File: src/hdl/mlpq_pkg.sv
`timescale 1ns / 1ps
// ----------------------------------------------------------------------------
// mlpq_pkg: shared types and constants of the multi-level priority queue
// Item formats, status codes, controller command and status groups.
// ----------------------------------------------------------------------------
package mlpq_pkg;

	localparam int LEVELS_DEF      = 8;
	localparam int LEVEL_DEPTH_DEF = 16;
	localparam int DATA_WIDTH_DEF  = 16;

	localparam int          LVL_REG_W     = 4;
	localparam logic [3:0]  LVL_REG_RESET = 4'd8;

	localparam logic OP_ENQ = 1'b0;
	localparam logic OP_DEQ = 1'b1;

	localparam logic [1:0] ST_OK      = 2'd0;
	localparam logic [1:0] ST_EMPTY   = 2'd1;
	localparam logic [1:0] ST_INVALID = 2'd2;
	localparam logic [1:0] ST_FULL    = 2'd3;

	typedef struct packed {
		logic               op;
		logic signed [15:0] value;
		logic [3:0]         priority_req;
	} in_item_t;

	typedef struct packed {
		logic [1:0]         status;
		logic signed [15:0] data_out;
		logic [2:0]         served_level;
	} out_item_t;

	typedef struct packed {
		logic load;
		logic exec;
		logic capture;
	} ctrl_cmd_t;

	typedef struct packed {
		logic deq_hit;
	} dp_status_t;

endpackage

File: src/hdl/mlpq_dp.sv
`timescale 1ns / 1ps
// ----------------------------------------------------------------------------
// mlpq_dp: datapath of the multi-level priority queue
// Per-level pointers and counts, shared entry memory, result register.
// ----------------------------------------------------------------------------
module mlpq_dp
	import mlpq_pkg::*;
#(
	parameter int LEVELS      = LEVELS_DEF,
	parameter int LEVEL_DEPTH = LEVEL_DEPTH_DEF,
	parameter int DATA_WIDTH  = DATA_WIDTH_DEF
) (
	input  logic                 clk,
	input  logic                 arst_n,
	input  logic                 cfg_wr_en,
	input  logic [LVL_REG_W-1:0] cfg_wr_data,
	input  in_item_t             in_data,
	input  ctrl_cmd_t            cmd,
	output dp_status_t           dp_stat,
	output out_item_t            res
);

	localparam int LIDX_W = $clog2(LEVELS);
	localparam int PTR_W  = $clog2(LEVEL_DEPTH);
	localparam int CNT_W  = $clog2(LEVEL_DEPTH + 1);
	localparam int ADDR_W = $clog2(LEVELS * LEVEL_DEPTH);

	logic [LVL_REG_W-1:0] lvl_in_use_q;
	in_item_t             item_q;
	logic [CNT_W-1:0]     count_q [LEVELS];
	logic [PTR_W-1:0]     head_q  [LEVELS];
	logic [PTR_W-1:0]     tail_q  [LEVELS];
	logic [DATA_WIDTH-1:0] mem    [LEVELS*LEVEL_DEPTH];
	logic [DATA_WIDTH-1:0] rd_q;
	out_item_t            res_q;

	logic [4:0]        n_active;
	logic [4:0]        prio5;
	logic              enq_invalid;
	logic [LIDX_W-1:0] enq_lv;
	logic              enq_full;
	logic              enq_do;
	logic              deq_found;
	logic [LIDX_W-1:0] deq_lv;
	logic              deq_do;
	logic [ADDR_W-1:0] wr_addr;
	logic [ADDR_W-1:0] rd_addr;
	logic signed [DATA_WIDTH-1:0] wr_word;
	logic signed [DATA_WIDTH-1:0] rd_word;

	function automatic logic [PTR_W-1:0] ptr_next(input logic [PTR_W-1:0] p);
		ptr_next = (p == PTR_W'(LEVEL_DEPTH - 1)) ? '0 : p + 1'b1;
	endfunction

	always_comb begin
		n_active = (5'(lvl_in_use_q) > 5'(LEVELS)) ? 5'(LEVELS) : 5'(lvl_in_use_q);
		prio5       = 5'(item_q.priority_req);
		enq_invalid = (item_q.priority_req == '0) || (prio5 > n_active);
		enq_lv      = LIDX_W'(item_q.priority_req - 4'd1);
		enq_full    = (count_q[enq_lv] == CNT_W'(LEVEL_DEPTH));
		enq_do      = cmd.exec && (item_q.op == OP_ENQ) && !enq_invalid && !enq_full;
		deq_found   = 1'b0;
		deq_lv      = '0;
		for (int i = 0; i < LEVELS; i++) begin
			if (!deq_found && (5'(i) < n_active) && (count_q[i] != '0)) begin
				deq_found = 1'b1;
				deq_lv    = LIDX_W'(i);
			end
		end
		deq_do  = cmd.exec && (item_q.op == OP_DEQ) && deq_found;
		wr_addr = ADDR_W'(enq_lv * LEVEL_DEPTH) + ADDR_W'(tail_q[enq_lv]);
		rd_addr = ADDR_W'(deq_lv * LEVEL_DEPTH) + ADDR_W'(head_q[deq_lv]);
		wr_word = DATA_WIDTH'(item_q.value);
		rd_word = rd_q;
	end

	assign dp_stat.deq_hit = (item_q.op == OP_DEQ) && deq_found;
	assign res             = res_q;

	always_ff @(posedge clk or negedge arst_n) begin
		if (!arst_n) begin
			lvl_in_use_q <= LVL_REG_RESET;
			for (int i = 0; i < LEVELS; i++) begin
				count_q[i] <= '0;
				head_q[i]  <= '0;
				tail_q[i]  <= '0;
			end
		end else begin
			if (cfg_wr_en) begin
				lvl_in_use_q <= cfg_wr_data;
			end
			if (enq_do) begin
				tail_q[enq_lv]  <= ptr_next(tail_q[enq_lv]);
				count_q[enq_lv] <= count_q[enq_lv] + 1'b1;
			end
			if (deq_do) begin
				head_q[deq_lv]  <= ptr_next(head_q[deq_lv]);
				count_q[deq_lv] <= count_q[deq_lv] - 1'b1;
			end
		end
	end

	// entry memory: one write port, one registered read port
	always_ff @(posedge clk) begin
		if (enq_do) begin
			mem[wr_addr] <= wr_word;
		end
		if (deq_do) begin
			rd_q <= mem[rd_addr];
		end
	end

	always_ff @(posedge clk) begin
		if (cmd.load) begin
			item_q <= in_data;
		end
		if (cmd.exec) begin
			res_q.data_out     <= '0;
			res_q.served_level <= '0;
			if (item_q.op == OP_ENQ) begin
				res_q.status <= enq_invalid ? ST_INVALID : (enq_full ? ST_FULL : ST_OK);
			end else if (deq_found) begin
				res_q.status       <= ST_OK;
				res_q.served_level <= 3'(deq_lv);
			end else begin
				res_q.status <= ST_EMPTY;
			end
		end
		if (cmd.capture) begin
			res_q.data_out <= 16'(rd_word);
		end
	end

endmodule

File: src/hdl/mlpq_ctrl.sv
`timescale 1ns / 1ps
// ----------------------------------------------------------------------------
// mlpq_ctrl: controller of the multi-level priority queue
// Sequences capture, execute, memory read-back and result transfer.
// ----------------------------------------------------------------------------
module mlpq_ctrl
	import mlpq_pkg::*;
(
	input  logic       clk,
	input  logic       arst_n,
	input  logic       in_valid,
	output logic       in_stall,
	output logic       out_valid,
	input  logic       out_stall,
	input  dp_status_t dp_stat,
	output ctrl_cmd_t  cmd
);

	localparam logic [1:0] S_IDLE = 2'd0;
	localparam logic [1:0] S_EXEC = 2'd1;
	localparam logic [1:0] S_LOAD = 2'd2;
	localparam logic [1:0] S_OUT  = 2'd3;

	logic [1:0] state_q;
	logic [1:0] state_nxt;

	always_comb begin
		state_nxt   = state_q;
		cmd.load    = 1'b0;
		cmd.exec    = 1'b0;
		cmd.capture = 1'b0;
		case (state_q)
			S_IDLE: begin
				if (in_valid) begin
					cmd.load  = 1'b1;
					state_nxt = S_EXEC;
				end
			end
			S_EXEC: begin
				cmd.exec  = 1'b1;
				state_nxt = dp_stat.deq_hit ? S_LOAD : S_OUT;
			end
			S_LOAD: begin
				cmd.capture = 1'b1;
				state_nxt   = S_OUT;
			end
			S_OUT: begin
				if (!out_stall) begin
					state_nxt = S_IDLE;
				end
			end
			default: begin
				state_nxt = S_IDLE;
			end
		endcase
	end

	assign in_stall  = (state_q != S_IDLE);
	assign out_valid = (state_q == S_OUT);

	always_ff @(posedge clk or negedge arst_n) begin
		if (!arst_n) begin
			state_q <= S_IDLE;
		end else begin
			state_q <= state_nxt;
		end
	end

endmodule

File: src/hdl/multi_level_priority_queue.sv
`timescale 1ns / 1ps
// ----------------------------------------------------------------------------
// multi_level_priority_queue: strict-priority queue, one FIFO per level
// Enqueue to a level's FIFO, dequeue the oldest entry of the best level.
// ----------------------------------------------------------------------------
// The queue handles one item at a time. An enqueue, or any rejected or empty
// operation, passes through capture in the cycle of its input transfer, then
// execute and present; a successful dequeue adds a read-back step, because the
// single read port of the shared entry memory returns its data in the cycle
// after the address. The next item is taken in the cycle after its result
// transfers. Priority 1 is the highest level; an enqueue with priority 0 or
// above levels_in_use returns status invalid, an enqueue into a level holding
// LEVEL_DEPTH entries returns full, and a dequeue with every level in use
// empty returns empty. levels_in_use values above LEVELS act as LEVELS;
// lowering it hides, but keeps, the data of upper levels. Write cfg_wr_data
// only while the queue is idle. Reset clears all pointers and counts at once,
// so no clearing pass is needed.
// ----------------------------------------------------------------------------
module multi_level_priority_queue
	import mlpq_pkg::*;
#(
	parameter int LEVELS      = LEVELS_DEF,
	parameter int LEVEL_DEPTH = LEVEL_DEPTH_DEF,
	parameter int DATA_WIDTH  = DATA_WIDTH_DEF
) (
	input  logic                 clk,
	input  logic                 arst_n,
	input  logic                 cfg_wr_en,
	input  logic [LVL_REG_W-1:0] cfg_wr_data,
	input  logic                 in_valid,
	output logic                 in_stall,
	input  in_item_t             in_data,
	output logic                 out_valid,
	input  logic                 out_stall,
	output out_item_t            out_data
);

	// command and status groups between controller and datapath
	ctrl_cmd_t  ctrl_cmd;
	dp_status_t dp_stat;

	// controller: hold the input side stalled while an item is in flight
	mlpq_ctrl u_ctrl (
		.clk       (clk),
		.arst_n    (arst_n),
		.in_valid  (in_valid),
		.in_stall  (in_stall),
		.out_valid (out_valid),
		.out_stall (out_stall),
		.dp_stat   (dp_stat),
		.cmd       (ctrl_cmd)
	);

	// datapath: level bookkeeping, entry memory and the result register
	mlpq_dp #(
		.LEVELS      (LEVELS),
		.LEVEL_DEPTH (LEVEL_DEPTH),
		.DATA_WIDTH  (DATA_WIDTH)
	) u_dp (
		.clk         (clk),
		.arst_n      (arst_n),
		.cfg_wr_en   (cfg_wr_en),
		.cfg_wr_data (cfg_wr_data),
		.in_data     (in_data),
		.cmd         (ctrl_cmd),
		.dp_stat     (dp_stat),
		.res         (out_data)
	);

	// an input transfer never overlaps a pending result
	a_no_overlap: assert property (@(posedge clk) disable iff (!arst_n)
		(in_valid && !in_stall) |-> !out_valid)
		else $error("input transfer while a result is pending");

	// after the execute step that follows an input transfer, the result is either presented or being loaded
	a_result_timing: assert property (@(posedge clk) disable iff (!arst_n)
		(in_valid && !in_stall) |-> ##2 (out_valid || ctrl_cmd.capture))
		else $error("result not ready in time");

	// a result transfer frees the input side in the next cycle
	a_release: assert property (@(posedge clk) disable iff (!arst_n)
		(out_valid && !out_stall) |=> !in_stall)
		else $error("input side not released after result transfer");

	// memory read-back only follows an execute step that found data
	a_capture_src: assert property (@(posedge clk) disable iff (!arst_n)
		ctrl_cmd.capture |-> $past(ctrl_cmd.exec) && $past(dp_stat.deq_hit))
		else $error("read-back without a dequeue hit");

endmodule
File: config.mk
export PLATFORM = sky130hd
export DESIGN_NAME = multi_level_priority_queue
export DESIGN_NICKNAME = d
export VERILOG_FILES = /design/src/hdl/mlpq_pkg.sv /design/src/hdl/mlpq_dp.sv /design/src/hdl/mlpq_ctrl.sv /design/src/hdl/multi_level_priority_queue.sv
export SDC_FILE = /design/constraint.sdc
export NUM_CORES = 2
export LEC_CHECK = 0
export BUFFER_PORTS_ARGS = -buffer_cell sky130_fd_sc_hd__buf_2
export CAP_MARGIN = 25
export CELL_PAD_IN_SITES_DETAIL_PLACEMENT = 1
export CELL_PAD_IN_SITES_GLOBAL_PLACEMENT = 2
export CORE_MARGIN = 3
export CORE_UTILIZATION = 45
export CTS_CLUSTER_SIZE = 28
export DETAILED_ROUTE_END_ITERATION = 8
export PLACE_DENSITY_LB_ADDON = 0.1
export SYNTH_ARGS = -nofsm -noshare
export SYNTH_HDL_FRONTEND = slang
export SYNTH_SLANG_ARGS = --single-unit
File: constraint.sdc
create_clock -name clk -period 5.5 [get_ports clk]
set_clock_uncertainty 0.05 [all_clocks]
set_input_delay 0.275 -clock clk [delete_from_list [all_inputs] [get_ports clk]]
set_output_delay 0.275 -clock clk [all_outputs]
set_load 0.01 [all_outputs]
* Yosys cells after proc, flatten, opt, wreduce, memory -nomap -nowiden *
Memory sizes are Yosys's and may differ from the RTL's. A register that Yosys moved wholly into a read port is not among the register bits.
Cells that the tools add are included.

operators by class
  add/subtract/negate cells = 7
  $lt $le $gt $ge = 14
  equal/unequal tests = 8
  mux-type cells = 62
  bitwise operators = 3
  reduce and logical (&&, ||, !) cells = 47

operators by type and width
  operator               count
  $bwmux W40             2
  $mux W40               2
  $bwmux W32             2
  $reduce_bool A5 Y1     8
  $mux W4                9
  $bmux W5 S3            2
  $demux W5 S3           2
  $mux W5                6
  $bmux W4 S3            2
  $demux W4 S3           2
  $mux W3                8
  $logic_and A1 B1 Y1    23
  $lt A3 B5 Y1 const A   4
  $mux W19               1
  $mux W1                17
  $mux W16               1
  $add A7 B4 Y7          2
  $lt A1 B5 Y1 const A   2
  $lt A2 B5 Y1 const A   2
  $mux W2                5
  $logic_not A1 Y1       9
  $add A4 B1 Y4 const B  2
  $eq A4 B4 Y1 const B   2
  $ge A4 B4 Y1 const B   2
  18 further kinds       24

storage, ports and cells
  register bits = 152
  RAM bits = 2,048
  output and inout port bits = 23
  logic and storage cells = 174
  memories = 1

memory list
  name      depth  bits a word  read ports  clocked after memory_dff  write ports  RTL line       text
  u_dp.mem  128    16           1           1                         1            mlpq_dp.sv:33  logic [DATA_WIDTH-1:0] mem [LEVELS*LEVEL_DEPTH];

* Depth between registers and ports, before layout *
  depth in word-level cells = 40
  gate-level depth with buffers = 21

* By module *
From an unflattened synthesis, not the netlist that was laid out.

unflattened totals
  cell total of the unflattened synthesis = 6,395
  area, all modules = 88,791.4 um^2

by module, submodules not included
  module     times used  cells each  area an instance (um^2)
  mlpq_dp    1           6,376       88,593.7
  mlpq_ctrl  1           19          197.7

* Worst setup path before layout *
No wires, ideal clock.

  path type = reg2reg
  start = reg u_dp.item_q[0] (netlist bit)
  end = mem u_dp.mem[107][0] (netlist bit), enable pin
  library setup time = 0.388 ns
  arrival time = 4.357 ns
  data required time = 5.062 ns
  slack = 0.705 ns
  stages on the path, launching flop included = 18
  buffers on the path = 5
  cell sequence = edfxtp_1 > clkbuf_1 > inv_1 > ha_1 > clkbuf_1 > nor2b_1 > nand2_1 > o22ai_1 > or4_1 > clkbuf_1 > ha_1 > nand4_1 > nand2b_1 > nor3_1 > clkbuf_1 > nand4b_1 > clkbuf_1 > nor2_1

on the way
  word-level cells in the longest chain between the ends = 10
  elaborated cells between the ends (all ways) = 19
  classes of those cells = 2 x add/sub; 1 x order compare; 1 x eq/ne; 8 x mux; 1 x bitwise; 6 x reduce/logical

RTL lines
  item                                                    RTL line        text
  start, declared                                         mlpq_dp.sv:29   in_item_t item_q;
  start signal, assigned                                  mlpq_dp.sv:115  item_q <= in_data;
  branches (longest 10 deep; another with $add A7 B4 Y7)  -
  end, declared                                           mlpq_dp.sv:33

Parallel ways; which one is timed is not known. The select of a mux whose other input is x is not followed.

* Worst setup path in the final report *
  start = reg u_dp.count_q[36] (netlist bit)
  end = reg u_dp.rd_q[8], read port of u_dp.mem (data pin)

on the way
  word-level cells in the longest chain between the ends = 36
  elaborated cells between the ends (all ways) = 44
  classes of those cells = 1 x add/sub; 18 x mux; 1 x bitwise; 24 x reduce/logical

RTL lines
  item                                         RTL line       text
  start, declared                              mlpq_dp.sv:30  logic [CNT_W-1:0] count_q [LEVELS];
  start signal, assigned by index              mlpq_dp.sv:94  count_q[enq_lv] <= count_q[enq_lv] + 1'b1;
  start signal, assigned by index              mlpq_dp.sv:98  count_q[deq_lv] <= count_q[deq_lv] - 1'b1;
  $reduce_bool A5 Y1 *                         mlpq_dp.sv:65  if (!deq_found && (5'(i) < n_active) && (count_q[i] != '0)) begin
  $logic_and A1 B1 Y1 *                        mlpq_dp.sv:65
  $mux W1 *                                    mlpq_dp.sv:65
  $logic_not A1 Y1                             mlpq_dp.sv:65
  $logic_and A1 B1 Y1 (2 in series)            mlpq_dp.sv:65
  $mux W1                                      mlpq_dp.sv:65
  $logic_not A1 Y1                             mlpq_dp.sv:65
  $logic_and A1 B1 Y1 (2 in series)            mlpq_dp.sv:65
  [... 16 more ...]                            -
  $mux W1                                      mlpq_dp.sv:65
  $logic_not A1 Y1                             mlpq_dp.sv:65
  $logic_and A1 B1 Y1 (2 in series)            mlpq_dp.sv:65
  $mux W3                                      mlpq_dp.sv:65
  $not A3 Y4 (implied by the code)             mlpq_dp.sv:72  rd_addr = ADDR_W'(deq_lv * LEVEL_DEPTH) + ADDR_W'(head_q[deq_lv]);
  $bmux W4 S3                                  mlpq_dp.sv:72
  $mux W4 (implied by the code) (2 in series)  mlpq_dp.sv:72
  $add A7 B4 Y7                                mlpq_dp.sv:72
  end, declared                                mlpq_dp.sv:34  logic [DATA_WIDTH-1:0] rd_q;

Every way passes the cells marked *; elsewhere a longest branch is shown, timed or not. The select of a mux whose other input is x is not followed.
A chain may end at the register's enable or synchronous reset.

==> flow_summary.json <==
{
  "status": "finished, violations left",
  "violations": "negative setup slack",
  "yosysWarningCount": 0,
  "cp-startpoint": "u_dp.count_q[36]$_DFF_PN0_",
  "yosysSeqAreaShare_pct": 74.4,
  "drtIter0Drc": 8013,
  "place_area_um2": 95600,
  "std_cell_rows": 162,
  "coreArea_um2": 195000,
  "grt_max_degree": 129,
  "die_h_um": 450,
  "maxCapViolCount": 0,
  "end_kind": "flop",
  "grt_pass1_vias": 61100,
  "powerDensity_nw_per_um2": 604,
  "die_area_um2": 203000,
  "ys.flop_type": "edfxtp_1",
  "period_needed_ns": 5.50,
  "place_hpwl_um": 208000,
  "drt_pass1_iterations": 6,
  "wirelength_um": 329000,
  "critPathKind": "reg -> reg",
  "synth_top_cell_area_share_pct": 71.3,
  "ys_types": 83,
  "dp_slack_ns": -0.426,
  "clk_latency_ns": 0.88,
  "ys_ff_latch": 2216,
  "finalHoldViolations": 0,
  "h-tree-depth": 4,
  "io_pins": 53,
  "timing.rr.start": "u_dp.count_q[36]$_DFF_PN0_",
  "clock-sinks": 2216,
  "p_leak_nw": 36.2,
  "antenna_found_initial": 24,
  "drive_gt1_share_pct": 14.4,
  "netlist_area_um2": 88700,
  "start_kind": "flop",
  "syn_to_final_growth_pct": 16.7,
  "slew_violations": 0,
  "cts_tree": "yes",
  "setup_slack_ns": -0.00200,
  "grt_pass1_wl_um": 464000,
  "slew_headroom_pct": 13.6,
  "portBuffers": 52,
  "ant_nets": 0,
  "root_buffer": "clkbuf_16",
  "synth_top_cells_by_area": "edfxtp_1 (71%), nand2_1 (7.8%), nand3_1 (4.4%)",
  "dr_total_vias": 61300,
  "nets": 7215,
  "period_share_pct": 100,
  "fmax_ghz": 0.182,
  "fp.dieW_um": 450,
  "netlist_instances": 6730,
  "setup-tns-final_ns": -0.00200,
  "initial_core_util_pct": 45.4,
  "synth_top_area_cell": "edfxtp_1",
  "critPathRequiredTime_ns": 6.05,
  "min_path_type": "in -> async",
  "tightestPinTransition_ns": 1.30,
  "syn_nets": 6775,
  "numCtsBuffers": 232,
  "path_clk_slew_ns": 0.07,
  "synth_edf_count": 2106,
  "viasPerCell": 6.13,
  "final-setup-viol-count": 1,
  "grt_overflow": 0,
  "design_area_um2": 104000,
  "vdd_drop_max_v": 0.000454,
  "synthArstFlopShare_pct": 4.96,
  "crit_path_max_fanout": 14,
  "gp_congestion": 0.924,
  "postSynthAreaPerCell_um2": 13.2,
  "cp.arrival_ns": 6.05,
  "cts_buffer_depth": 3,
  "grt_usage_pct": 31.9,
  "drc_errors": 0,
  "wl_per_cell_um": 32.9
}
per-layer routing:
layer	vias up	GRT usage, %	share of wire [%]
li1	25900	-	-
met1	32100	45.7	42
met2	2860	48.8	45
met3	541	5.84	9.0
met4	10	12.2	4.2
met5	-	0	0.021
cells in the mapped netlist (27+ instances only):
| library cell | count |
|---|---|
| nand2_1 | 1850 |
| and3_1 | 48 |
| a32oi_1 | 56 |
| nand3_1 | 786 |
| dfrtp_1 | 109 |
| a22oi_1 | 50 |
| edfxtp_1 | 2106 |
| mux2_2 | 46 |
| buf_1 | 57 |
| nor2_1 | 217 |
| a21oi_1 | 178 |
| nand4_1 | 128 |
| o21ai_0 | 76 |
| clkbuf_1 | 146 |
| a211oi_1 | 27 |
| mux2i_1 | 163 |
| a31oi_1 | 127 |
| buf_2 | 172 |
power breakdown:
part / internal (mW) / total (mW) / switching [mW]
Clock: 8.93 / 15.6 / 6.72
Sequential: 19.5 / 20.0 / 0.527
Combinational: 7.79 / 26.8 / 19.0
registers in the layout, summed over array words and instances (netlist names):
register,flops
u_dp.mem,2048
u_dp.count_q,40
u_dp.head_q,32
u_dp.tail_q,32
u_dp.res,21
u_dp.rd_q,16
u_dp.wr_word,16
u_dp.item_q,5
u_dp.lvl_in_use_q,4
u_ctrl.state_q,2
metrics by stage:
step | hold slack (ns) | power, mW | instances | utilization (%)
final | 0.0521 | 62.5 | 10000 | 53.0
after global routing | 0.0343 | 65.1 | 10000 | 53.0
after CTS | 0.00588 | 62.4 | 9993 | 52.9
after detailed placement | 0.404 | 46.7 | 9524 | 48.9
after global placement | 0.402 | 46.3 | 9517 | 48.9
after floorplan | -0.0706 | 34.4 | 6730 | -
cell usage in the layout, fill, tap and decap left out, types with 47 or more instances in the layout:
master and n:
nand4_1 128, a31oi_1 126, dfrtp_1 109, nor2_1 154
clkinv_1 65, a22oi_1 50, nand3_1 783, o21ai_0 75
buf_12 72, edfxtp_1 2106, a21oi_1 177, clkbuf_16 235
a32oi_1 56, mux2i_1 163, buf_2 54, buf_4 449
and3_1 47, nand2_1 1850, nor2_2 61
path summary, 6_finish.rpt:
check / endpoint / slack (ns) / cells past startpoint
worst max-delay path: u_dp.rd_q[8]$_DFFE_PP_ / -0.002 / 15
worst min register to register: u_dp.tail_q[18]$_DFFE_PN0P_ / 0.43 / 2
worst min-delay path: u_dp.head_q[10]$_DFFE_PN0P_ / 0.05 / 2
worst max register to register: u_dp.rd_q[8]$_DFFE_PP_ / -0.002 / 15
max in group asynchronous: u_dp.tail_q[28]$_DFFE_PN0P_ / 4.10 / 3
min in group clk: u_dp.wr_word[3]$_DFFE_PP_ / 0.07 / 2
kinds of logic after synthesis:
family	after synthesis	share of synthesized area, %
xor+xnor	10	0.0987
buf+inv	432	2.22
compound gates	701	5.37
fa+ha+maj	16	0.223
flops	2216	74.4
simple gates	3146	15.3
mux	209	2.42
critical path, stage by stage, from the launching register on:
cell and delay (ns):
dfrtp_1 0.44, or4_4 0.59, or3_1 0.37, a221o_2 0.48
a21o_4 0.26, a311o_1 0.43, o211a_4 0.25, nor2_8 0.21
buf_12 0.20, buf_4 0.29, buf_4 0.19, nand3_1 0.10
nand4_1 0.48, nand4_1 0.40, nor2_4 0.36, nand4_1 0.11
area by class of cell:
cell class,instances,area (um^2)
clock buffers,287,6150
clock inverters,149,1360
flip-flops and latches,2216,66000
inverters,26,113
fillers,19400,91800
well taps,2624,3280
diodes,8,20.0
repair buffers,612,5500
multi-input cells,4082,21100
what timing repair did:
action | in CTS | in global routing
endpoints found under the setup margin | 5 | 29
pin swaps | 0 | 5
hold endpoints to repair | 94 | 0
setup buffers | 0 | 2
gates resized for setup | 7 | 19
hold buffers | 33 | 0
Note: power is estimated with default switching activity, not from simulation.
